[src/rtl/uchid_pkg.sv]
// Shared constants and types for the USB configuration HID interface scanner.
package uchid_pkg;

   localparam int HID_SLOTS_DEFAULT      = 4;
   localparam int MAX_DESC_BYTES_DEFAULT = 512;
   localparam int MASK_W                 = 4;
   localparam int LEN_W                  = 16;

   localparam logic [7:0] TYPE_INTERFACE = 8'h04;
   localparam logic [7:0] TYPE_HID       = 8'h21;
   localparam logic [7:0] CLASS_HID      = 8'h03;
   localparam logic [7:0] NO_INTERFACE   = 8'hFF;
   localparam int         MIN_CFG_LEN    = 9;

   // byte offsets inside one sub-descriptor
   localparam logic [7:0] OFS_TYPE       = 8'd1;
   localparam logic [7:0] OFS_ITF_NUMBER = 8'd2;
   localparam logic [7:0] OFS_ITF_CLASS  = 8'd5;
   localparam logic [7:0] OFS_LEN_LOW    = 8'd7;
   localparam logic [7:0] OFS_LEN_HIGH   = 8'd8;

   typedef struct packed {
      logic [MASK_W-1:0] mask;
      logic              shorty;
   } run_info_type;

   typedef struct packed {
      logic busy;
   } emit_status_type;

endpackage

[src/rtl/uchid_walker.sv]
// Descriptor walker: per-byte state update and end-of-run summary.
module uchid_walker #(
   parameter int HID_SLOTS      = uchid_pkg::HID_SLOTS_DEFAULT,
   parameter int MAX_DESC_BYTES = uchid_pkg::MAX_DESC_BYTES_DEFAULT
) (
   input  logic                         clock,
   input  logic                         reset,
   input  logic                         accept,
   input  logic [7:0]                   data_byte,
   input  logic                         final_byte,
   output uchid_pkg::run_info_type      snap_info,
   output logic [uchid_pkg::LEN_W-1:0]  snap_lengths [(HID_SLOTS < 4) ? HID_SLOTS : 4]
);
   import uchid_pkg::*;

   localparam int NUM_SLOTS = (HID_SLOTS < 4) ? HID_SLOTS : 4;
   localparam int SLOT_W    = (NUM_SLOTS > 1) ? $clog2(NUM_SLOTS) : 1;
   localparam int CNT_W     = $clog2(MAX_DESC_BYTES + 1);

   logic [CNT_W-1:0]     count_ff, count_in;
   logic [7:0]           offset_ff, offset_in;
   logic [7:0]           dlen_ff, dlen_in;
   logic [7:0]           dtype_ff, dtype_in;
   logic [7:0]           itf_num_ff, itf_num_in;
   logic [7:0]           itf_class_ff, itf_class_in;
   logic [7:0]           len_low_ff, len_low_in;
   logic [7:0]           cur_itf_ff, cur_itf_in;
   logic [NUM_SLOTS-1:0] mask_ff, mask_in;
   logic [LEN_W-1:0]     lengths_ff [NUM_SLOTS];
   logic [LEN_W-1:0]     lengths_in [NUM_SLOTS];
   logic                 stopped_ff, stopped_in;
   logic [7:0]           offset_next;

   always_comb begin
      count_in     = count_ff;
      offset_in    = offset_ff;
      dlen_in      = dlen_ff;
      dtype_in     = dtype_ff;
      itf_num_in   = itf_num_ff;
      itf_class_in = itf_class_ff;
      len_low_in   = len_low_ff;
      cur_itf_in   = cur_itf_ff;
      mask_in      = mask_ff;
      lengths_in   = lengths_ff;
      stopped_in   = stopped_ff;
      offset_next  = offset_ff + 8'd1;
      if (count_ff < CNT_W'(MAX_DESC_BYTES)) begin
         count_in = count_ff + CNT_W'(1);
         if (!stopped_ff) begin
            if (offset_ff == 8'd0) begin
               // length byte opens a new sub-descriptor
               dlen_in = data_byte;
               if (data_byte == 8'd0) begin
                  stopped_in = 1'b1;
               end else if (data_byte != 8'd1) begin
                  offset_in = 8'd1;
               end
            end else begin
               case (offset_ff)
                  OFS_TYPE:       dtype_in     = data_byte;
                  OFS_ITF_NUMBER: itf_num_in   = data_byte;
                  OFS_ITF_CLASS:  itf_class_in = data_byte;
                  OFS_LEN_LOW:    len_low_in   = data_byte;
                  OFS_LEN_HIGH: begin
                     if (dtype_ff == TYPE_INTERFACE) begin
                        cur_itf_in = itf_num_ff;
                        if (itf_class_ff == CLASS_HID && itf_num_ff < 8'(NUM_SLOTS)) begin
                           mask_in[itf_num_ff[SLOT_W-1:0]] = 1'b1;
                        end
                     end else if (dtype_ff == TYPE_HID && cur_itf_ff < 8'(NUM_SLOTS)) begin
                        lengths_in[cur_itf_ff[SLOT_W-1:0]] = {data_byte, len_low_ff};
                     end
                  end
                  default: ;
               endcase
               offset_in = (offset_next == dlen_ff) ? 8'd0 : offset_next;
            end
         end
      end
   end

   always_comb begin
      snap_info.mask   = MASK_W'(mask_in);
      if (mask_in == '0) begin
         snap_info.mask = MASK_W'(1);
      end
      snap_info.shorty = count_in < CNT_W'(MIN_CFG_LEN);
      snap_lengths     = lengths_in;
   end

   always_ff @(posedge clock) begin
      if (reset || (accept && final_byte)) begin
         count_ff     <= '0;
         offset_ff    <= '0;
         dlen_ff      <= '0;
         dtype_ff     <= '0;
         itf_num_ff   <= '0;
         itf_class_ff <= '0;
         len_low_ff   <= '0;
         cur_itf_ff   <= NO_INTERFACE;
         mask_ff      <= '0;
         stopped_ff   <= 1'b0;
         for (int i = 0; i < NUM_SLOTS; i++) begin
            lengths_ff[i] <= '0;
         end
      end else if (accept) begin
         count_ff     <= count_in;
         offset_ff    <= offset_in;
         dlen_ff      <= dlen_in;
         dtype_ff     <= dtype_in;
         itf_num_ff   <= itf_num_in;
         itf_class_ff <= itf_class_in;
         len_low_ff   <= len_low_in;
         cur_itf_ff   <= cur_itf_in;
         mask_ff      <= mask_in;
         stopped_ff   <= stopped_in;
         lengths_ff   <= lengths_in;
      end
   end

endmodule

[src/rtl/uchid_emitter.sv]
// Result bank and output register: one slot result per transfer.
module uchid_emitter #(
   parameter int HID_SLOTS = uchid_pkg::HID_SLOTS_DEFAULT
) (
   input  logic                          clock,
   input  logic                          reset,
   input  logic                          load,
   input  uchid_pkg::run_info_type       snap_info,
   input  logic [uchid_pkg::LEN_W-1:0]   snap_lengths [(HID_SLOTS < 4) ? HID_SLOTS : 4],
   input  logic                          rsp_stall,
   output logic                          rsp_valid,
   output logic [1:0]                    rsp_slot_index,
   output logic [uchid_pkg::LEN_W-1:0]   rsp_report_length,
   output logic                          rsp_expected,
   output logic [uchid_pkg::MASK_W-1:0]  rsp_expected_mask,
   output logic                          rsp_too_short,
   output logic                          rsp_run_end,
   output uchid_pkg::emit_status_type    status
);
   import uchid_pkg::*;

   localparam int NUM_SLOTS = (HID_SLOTS < 4) ? HID_SLOTS : 4;
   localparam int SLOT_W    = (NUM_SLOTS > 1) ? $clog2(NUM_SLOTS) : 1;

   logic [LEN_W-1:0] bank_len_ff [NUM_SLOTS];
   run_info_type     bank_info_ff;
   logic             busy_ff, busy_in;
   logic [SLOT_W-1:0] slot_ff, slot_in;
   logic             valid_ff, valid_in;
   logic [1:0]       slot_index_ff;
   logic [LEN_W-1:0] length_ff;
   logic             expected_ff;
   logic [MASK_W-1:0] mask_ff;
   logic             short_ff;
   logic             run_end_ff;
   logic             advance;
   logic             last_slot;

   assign advance   = busy_ff && (!valid_ff || !rsp_stall);
   assign last_slot = slot_ff == SLOT_W'(NUM_SLOTS - 1);

   always_comb begin
      busy_in  = busy_ff;
      slot_in  = slot_ff;
      valid_in = valid_ff;
      // drop a result once it transfers, refill if the bank has more
      if (valid_ff && !rsp_stall) begin
         valid_in = 1'b0;
      end
      if (advance) begin
         valid_in = 1'b1;
         if (last_slot) begin
            busy_in = 1'b0;
            slot_in = '0;
         end else begin
            slot_in = slot_ff + SLOT_W'(1);
         end
      end
      if (load) begin
         busy_in = 1'b1;
         slot_in = '0;
      end
   end

   always_ff @(posedge clock) begin
      if (reset) begin
         busy_ff  <= 1'b0;
         slot_ff  <= '0;
         valid_ff <= 1'b0;
      end else begin
         busy_ff  <= busy_in;
         slot_ff  <= slot_in;
         valid_ff <= valid_in;
      end
   end

   always_ff @(posedge clock) begin
      if (load) begin
         bank_info_ff <= snap_info;
         bank_len_ff  <= snap_lengths;
      end
      if (advance) begin
         slot_index_ff <= 2'(slot_ff);
         length_ff     <= bank_info_ff.shorty ? '0 : bank_len_ff[slot_ff];
         expected_ff   <= !bank_info_ff.shorty && bank_info_ff.mask[slot_ff];
         mask_ff       <= bank_info_ff.shorty ? '0 : bank_info_ff.mask;
         short_ff      <= bank_info_ff.shorty;
         run_end_ff    <= last_slot;
      end
   end

   assign rsp_valid         = valid_ff;
   assign rsp_slot_index    = slot_index_ff;
   assign rsp_report_length = length_ff;
   assign rsp_expected      = expected_ff;
   assign rsp_expected_mask = mask_ff;
   assign rsp_too_short     = short_ff;
   assign rsp_run_end       = run_end_ff;
   assign status.busy       = busy_ff;

endmodule

[src/rtl/usb_config_hid_interface_scanner.sv]
// Top level of the USB configuration descriptor HID interface scanner.
// Throughput: one descriptor byte per cycle while no final byte is held; the walker state
// updates at the accepting edge. The final byte of a run loads the result bank, which then
// feeds the output register one slot result per transfer, min(HID_SLOTS,4) results in all.
// A final byte waits until the previous run's last result is in the output register.
// Reset: synchronous, active high.
module usb_config_hid_interface_scanner #(
   parameter int HID_SLOTS      = uchid_pkg::HID_SLOTS_DEFAULT,
   parameter int MAX_DESC_BYTES = uchid_pkg::MAX_DESC_BYTES_DEFAULT
) (
   input  logic                          clock,
   input  logic                          reset,
   input  logic                          req_valid,
   output logic                          req_stall,
   input  logic [7:0]                    req_data_byte,
   input  logic                          req_final_byte,
   output logic                          rsp_valid,
   input  logic                          rsp_stall,
   output logic [1:0]                    rsp_slot_index,
   output logic [uchid_pkg::LEN_W-1:0]   rsp_report_length,
   output logic                          rsp_expected,
   output logic [uchid_pkg::MASK_W-1:0]  rsp_expected_mask,
   output logic                          rsp_too_short,
   output logic                          rsp_run_end
);
   import uchid_pkg::*;

   localparam int NUM_SLOTS = (HID_SLOTS < 4) ? HID_SLOTS : 4;

   logic            req_accept;
   run_info_type    snap_info;
   logic [LEN_W-1:0] snap_lengths [NUM_SLOTS];
   emit_status_type emit_status;

   // hold a final byte until the result bank is free; ordinary bytes never wait
   assign req_stall  = emit_status.busy && req_final_byte;
   assign req_accept = req_valid && !req_stall;

   // walk the sub-descriptors; on a final transfer it hands over a summary and restarts
   uchid_walker #(
      .HID_SLOTS      (HID_SLOTS),
      .MAX_DESC_BYTES (MAX_DESC_BYTES)
   ) u_walker (
      .clock        (clock),
      .reset        (reset),
      .accept       (req_accept),
      .data_byte    (req_data_byte),
      .final_byte   (req_final_byte),
      .snap_info    (snap_info),
      .snap_lengths (snap_lengths)
   );

   // bank the summary and advance one slot per result transfer
   uchid_emitter #(
      .HID_SLOTS (HID_SLOTS)
   ) u_emitter (
      .clock             (clock),
      .reset             (reset),
      .load              (req_accept && req_final_byte),
      .snap_info         (snap_info),
      .snap_lengths      (snap_lengths),
      .rsp_stall         (rsp_stall),
      .rsp_valid         (rsp_valid),
      .rsp_slot_index    (rsp_slot_index),
      .rsp_report_length (rsp_report_length),
      .rsp_expected      (rsp_expected),
      .rsp_expected_mask (rsp_expected_mask),
      .rsp_too_short     (rsp_too_short),
      .rsp_run_end       (rsp_run_end),
      .status            (emit_status)
   );

`ifndef SYNTH
   a_short_zeros: assert property (@(posedge clock) disable iff (reset)
      rsp_valid && rsp_too_short |->
         rsp_report_length == '0 && !rsp_expected && rsp_expected_mask == '0)
      else $error("too-short result carries nonzero fields");

   a_mask_nonzero: assert property (@(posedge clock) disable iff (reset)
      rsp_valid && !rsp_too_short |-> rsp_expected_mask != '0)
      else $error("valid run result with empty mask");

   a_final_needs_free_bank: assert property (@(posedge clock) disable iff (reset)
      req_valid && req_final_byte && !req_stall |-> !emit_status.busy)
      else $error("final byte accepted while result bank busy");

   a_slots_follow: assert property (@(posedge clock) disable iff (reset)
      rsp_valid && !rsp_stall && !rsp_run_end |=> rsp_valid)
      else $error("gap inside a run's results");
`endif

endmodule
[config.mk]
export PLATFORM = sky130hd
export DESIGN_NAME = usb_config_hid_interface_scanner
export DESIGN_NICKNAME = d
export VERILOG_FILES = /design/src/rtl/uchid_pkg.sv /design/src/rtl/uchid_walker.sv /design/src/rtl/uchid_emitter.sv /design/src/rtl/usb_config_hid_interface_scanner.sv
export SDC_FILE = /design/constraint.sdc
export NUM_CORES = 1
export LEC_CHECK = 0
export BUFFER_PORTS_ARGS = -buffer_cell sky130_fd_sc_hd__buf_2
export CORE_MARGIN = 5
export CORE_UTILIZATION = 35
export CTS_CLUSTER_SIZE = 14
export DETAILED_ROUTE_END_ITERATION = 10
export PLACE_DENSITY_LB_ADDON = 0.2
export SLEW_MARGIN = 5
export SYNTH_ARGS = -nofsm -noshare
export SYNTH_HDL_FRONTEND = slang
export SYNTH_SLANG_ARGS = --single-unit
export TNS_END_PERCENT = 30
[constraint.sdc]
create_clock -name clock -period 6.4 [get_ports clock]
set_input_delay 1.28 -clock clock [delete_from_list [all_inputs] [get_ports clock]]
set_output_delay 1.28 -clock clock [all_outputs]
set_load 0.01 [all_outputs]
==> results of run 1 <==
[routing by layer]
| metal | GRT usage [%] | routed length [um] | up-vias | share of wire [%] |
|---|---|---|---|---|
| met5 | 0 | 0 | - | 0 |
| met4 | 3.57 | 453 | 0 | 2.0 |
| met3 | 2.30 | 883 | 32 | 3.9 |
| met2 | 23.0 | 10700 | 93 | 48 |
| met1 | 18.8 | 10400 | 3112 | 46 |
| li1 | - | - | 3158 | - |
[registers in the layout, indices dropped and copies added, names as in the netlist]
signal                       flops
u_walker.stopped_ff              1
u_emitter.rsp_expected           1
u_emitter.rsp_too_short          1
u_emitter.rsp_slot_index         2
u_walker.len_low_ff              8
u_emitter.rsp_valid              1
u_emitter.bank_info_ff           5
u_walker.itf_num_ff              8
u_emitter.rsp_expected_mask      4
u_walker.offset_ff               8
u_walker.dtype_ff                8
u_emitter.bank_len_ff           64
u_walker.dlen_ff                 8
u_emitter.rsp_run_end            1
u_walker.lengths_ff             64
u_walker.itf_class_ff            8
u_emitter.status                 1
u_emitter.rsp_report_length     16
u_emitter.slot_ff                2
u_walker.count_ff               10
u_walker.mask_ff                 4
u_walker.cur_itf_ff              8
[layout make-up]
class | count | area (sq um)
fillers | 2745 | 17100
flip-flops and latches | 233 | 5610
multi-input cells | 561 | 4160
clock buffers | 37 | 786
well taps | 384 | 480
repair buffers | 54 | 308
clock inverters | 15 | 120
inverters | 9 | 33.8
diodes | 1 | 2.50
[power by group]
| group | internal (mW) | switching, mW | leakage, nW |
|---|---|---|---|
| Sequential | 1.57 | 0.0108 | 2.05 |
| Clock | 0.937 | 0.591 | 0.455 |
| Combinational | 0.0409 | 0.0936 | 1.76 |
| Total | 2.54 | 0.695 | 4.26 |
[kinds of logic (layout without fill, tap and decap cells)]
logic type / after synthesis / in the layout / synth area share [%]
flip-flops: 233 / 233 / 55.5
AND/OR/NAND/NOR: 290 / 290 / 14.6
buffers and inverters: 73 / 115 / 3.33
AO/OA/AOI/OAI: 85 / 85 / 5.29
adder cells (fa/ha/maj): 6 / 6 / 0.744
multiplexers: 162 / 162 / 19.0
other: 0 / 1 / 0
XOR/XNOR: 18 / 18 / 1.56
[Yosys cell counts (6+ instances only)]
cell type and count:
a21oi_1 36, a31oi_1 6, buf_2 17, clkbuf_1 38, dfxtp_1 139, edfxtp_1 94, ha_1 6, inv_1 9
mux2_2 64, mux2i_1 81, mux4_2 17, nand2_1 53, nand2b_1 6, nand3_1 38, nand4_1 7, nor2_1 108
nor2b_1 25, nor3_1 8, nor4_1 7, o21ai_0 13, xnor2_1 10, xor2_1 8
[worst max-delay path by stage]
stage | slack (ns) | to | depth (start not counted)
global route | 2.72 | u_walker.itf_num_ff[4]$_SDFFE_PP0P_ | 7
detailed placement | 2.44 | u_walker.dtype_ff[2]$_SDFFE_PP0P_ | 7
global placement | 2.49 | u_walker.itf_num_ff[0]$_SDFFE_PP0P_ | 7
floorplan | 1.80 | u_walker.itf_class_ff[6]$_SDFFE_PP0P_ | 7
CTS | 2.98 | u_walker.dtype_ff[7]$_SDFFE_PP0P_ | 7
finish | 2.99 | u_walker.dtype_ff[4]$_SDFFE_PP0P_ | 7
[critical path, cell delays in order]
cell and delay [ns]:
buf_2 0.11, a21boi_1 0.52, nand2_1 0.43, nor4b_4 0.84, nand2_1 0.38, nand2_1 0.15, a21oi_1 0.07
[cells in the final DEF, fill, tap and decap left out, types with 29 or more instances in the layout]
cell type  synthesis  routed
a21oi_1           36      36
mux2i_1           81      81
nand2_1           53      53
nor2_1           108     108
nand3_1           38      38
buf_2             17      39
dfxtp_1          139     139
edfxtp_1          94      94
clkbuf_16          0      29
mux2_2            64      64
==> impl_metrics.tcl, run 1 <==
set metrics [dict create \
    dp.cells 1241 \
    drtPass1Iterations 4 \
    dieHeight_um 180 \
    reg2reg_from "u_emitter.status$_SDFFE_PP0P_" \
    grt_max_degree 72 \
    p_per_area_nw_per_um2 282 \
    wl_per_cell_um 17.4 \
    syn_inst 867 \
    ys_ff_latch 233 \
    maxCapViolCount 0 \
    slew_viol_final 0 \
    fin_ws_ns 2.99 \
    max_freq_mhz 293 \
    drt.antenna.violating_nets 0 \
    period_share_pct 53.2 \
    vias 6395 \
    synth.avg_cell_area_sq_um 11.6 \
    hp-class "reg2reg" \
    post-synth-top-area-cell "edfxtp_1" \
    via_per_inst 4.94 \
    hold_viol 0 \
    stdcell_area_sq_um 11500 \
    min-delay-start "u_walker.dtype_ff[1]$_SDFFE_PP0P_" \
    hold_depth 2 \
    synth_area_leaders "edfxtp_1, dfxtp_1, mux2i_1" \
    final_util_pct 40.2 \
    syn_area_sq_um 10100 \
    async_flop_share_pct 0 \
    ir_drop_mv 0.183 \
    synth_seq_area_share_pct 55.5 \
    fin_setup_tns_ns 0 \
    row_count 62 \
    crit_path_max_fanout 18 \
    leakage_nw 4.26 \
    clockRootBuffer "clkbuf_16" \
    nets 906 \
    hold_buffers 0 \
    dpl-instance-area_sq_um 10600 \
    die_area_sq_um 32300 \
    design.core.area_sq_um 28600 \
    synth_nets 886 \
    rsz0062_at_grt "false" \
    globalRouteOverflowTotal 0 \
    r2r_end "u_walker.dtype_ff[4]$_SDFFE_PP0P_" \
    fin_hold_ws_ns 0.453 \
    yosysWarnings 0 \
    synthFlopType "dfxtp_1" \
    worst_pin_slew_ns 1.00 \
    whs_endpoint "u_walker.dtype_ff[1]$_SDFFE_PP0P_" \
    cts_resized 0 \
    clk_latency_ns 0.53 \
    setup_violations 0 \
    finalPower_mw 3.24 \
    reg2reg_depth 6 \
    dp_hpwl_um 13800 \
    period_needed_ns 3.41 \
    antenna_found_initial 1 \
    cp.arrival_ns 3.79 \
    synth_enable_flop_cells 94 \
    crit_type "in2reg" \
    wirelength_um 22500 \
    yosysUniqueCellTypes 60 \
    grt_first_pass_wirelength_um 36600 \
    area_delta_synth_final_pct 13.9 \
    start_kind "input pin" \
    cts_buffers 28 \
    htreeDepth 1 \
    cts.sinks 233 \
    crit_path_end_kind "flop" \
    status "finished clean" \
    io_buffers 39 \
    worstPathRequired_ns 6.78 \
    drive_above_1_share_pct 21.9 \
    drt_iter0_drc 349 \
    cts_setup_buffers 0 \
    relSlewSlack_pct 33.3 \
    fin_skew_ns 0.0133 \
    clockBufferDepth 3 \
    r2r_slack_ns 3.53 \
    drc 0 \
    num_io_pins 40 \
    yosysTopAreaCellShare_pct 28.0 \
    grt_pass1_vias 6455 \
    place_worst_setup_slack_ns 2.44 \
    grt_usage_pct 13.8 \
    die_x_um 180 \
    initial_core_util_pct 35.3 \
    place_congestion 0.799 \
    tritoncts "yes" \
    fin_cells 1294 \
    cp-startpoint "req_final_byte" \
    path_clk_slew_ns 0.06 \
]
(Power assumes the default switching activity.)
==> run 2: changes to the inputs <==
==> constraint.sdc (replaced) <==
create_clock -name clock -period 3.1 [get_ports clock]
set_input_delay 0.62 -clock clock [delete_from_list [all_inputs] [get_ports clock]]
set_output_delay 0.62 -clock clock [all_outputs]
set_load 0.01 [all_outputs]
==> impl_metrics.tcl, run 2 (synthesis results as in run 1) <==
set metrics [dict create \
    status "finished clean" \
    period_share_pct 82.7 \
    layout_common_cells "dfxtp_1, nor2_1, edfxtp_1" \
    max_freq_mhz 390 \
    htreeDepth 1 \
    num_io_pins 40 \
    leakage_nw 4.37 \
    hp-class "in2reg" \
    fin_ws_ns 0.535 \
    cts_buffers 26 \
    final_util_pct 40.8 \
    fin_setup_tns_ns 0 \
    initial_core_util_pct 35.3 \
    fin_hold_ws_ns 0.306 \
    vias 6436 \
    clockRootBuffer "clkbuf_16" \
    crit_path_top_delay_cell "nor4b_2" \
    max_stage_delay_ns 0.53 \
    worstPathRequired_ns 3.52 \
    place_worst_setup_slack_ns 0.548 \
    dp_hpwl_um 14000 \
    drive_above_1_share_pct 23.8 \
    design.core.area_sq_um 28600 \
    fin_skew_ns 0.0177 \
    rsz0062_at_grt "false" \
    drt_iter0_drc 393 \
    start_kind "flop" \
    cp.buffers_inverters 0 \
    grt_max_degree 72 \
    cts_resized 0 \
    cts_setup_buffers 0 \
    period_needed_ns 2.56 \
    drt.antenna.violating_nets 0 \
    drtPass1Iterations 4 \
    place_congestion 0.777 \
    crit_type "reg2reg" \
    setup_violations 0 \
    grt.busiest_layer "met2" \
    via_per_inst 4.92 \
    diodes 0 \
    row_count 62 \
    wirelength_um 22900 \
    cp_cell_sequence "ha_1, nand3_1, o21ai_0, o31ai_1, nor4b_2, nand2_1, a32o_1" \
    grt_pass1_vias 6535 \
    die_area_sq_um 32300 \
    die_x_um 180 \
    relSlewSlack_pct 38.7 \
    clk_latency_ns 0.53 \
    hold_buffers 0 \
    grt_usage_pct 14.0 \
    cts.sinks 233 \
    drc 0 \
    grt_first_pass_wirelength_um 36800 \
    slew_viol_final 0 \
    hold_viol 0 \
    maxCapViolCount 0 \
    met2_usage_pct 23.5 \
    clockBufferDepth 3 \
    ir_drop_mv 0.344 \
    layout_commonest_cell "dfxtp_1" \
    crit_path_end_kind "flop" \
    dieHeight_um 180 \
    area_delta_synth_final_pct 15.7 \
    tritoncts "yes" \
    worst_pin_slew_ns 0.920 \
    antenna_found_initial 0 \
    path_clk_slew_ns 0.06 \
    wl_per_cell_um 17.5 \
    cp.arrival_ns 2.99 \
    nets 922 \
    globalRouteOverflowTotal 0 \
    crit_path_max_fanout 8 \
    grt_use_met1_pct 19.0 \
    grt_use_met3_pct 2.16 \
    crit_family "simple AND/OR/NAND/NOR gates" \
    p_per_area_nw_per_um2 589 \
    io_buffers 39 \
]
## run 2: cell count changes in the layout (fill, tap and decap cells not counted), sizes merged
cell / delta
bufinv: +2
buf: +18
clkinvlp: +3
clkbuf: -3
diode: -1
clkinv: -6
## run 2: path summary, 6_finish.rpt
check	cells after the start	startpoint	slack [ns]	endpoint
worst max-delay path	7	u_walker.offset_ff[0]$_SDFFE_PP0P_	0.54	u_walker.offset_ff[1]$_SDFFE_PP0P_
worst min-delay path	2	reset	0.31	u_emitter.status$_SDFFE_PP0P_
worst max register to register	7	u_walker.offset_ff[0]$_SDFFE_PP0P_	0.54	u_walker.offset_ff[1]$_SDFFE_PP0P_
worst min register to register	2	u_walker.dtype_ff[7]$_SDFFE_PP0P_	0.46	u_walker.dtype_ff[7]$_SDFFE_PP0P_
## run 2: metal layers
layer	vias up	wire length, um
li1	3187	-
met1	3123	10800
met2	92	10700
met3	34	813
met4	0	527
met5	-	0
## run 2: power by group
group	total [mW]	internal, mW	switching [mW]
Clock	3.34	2.08	1.26
Sequential	3.25	3.23	0.0220
Combinational	0.291	0.0957	0.196
Total	6.88	5.41	1.47
## run 2: per-stage QoR
stage	cells	power [mW]	instance area, sq um
final	1307	6.88	11700
after detailed placement	1259	3.62	10700
after floorplan	867	3.50	10100
after CTS	1307	6.98	11700
after global routing	1307	7.14	11700
after global placement	1259	3.62	10700
## run 2: area by class of cell
class / count / area [sq um]
fill: 2760 / 16900
sequential: 233 / 5610
multi-input combinational: 561 / 4160
clock buffer: 34 / 773
tap: 384 / 480
timing repair buffer: 72 / 455
clock inverter: 14 / 176
inverter: 9 / 33.8
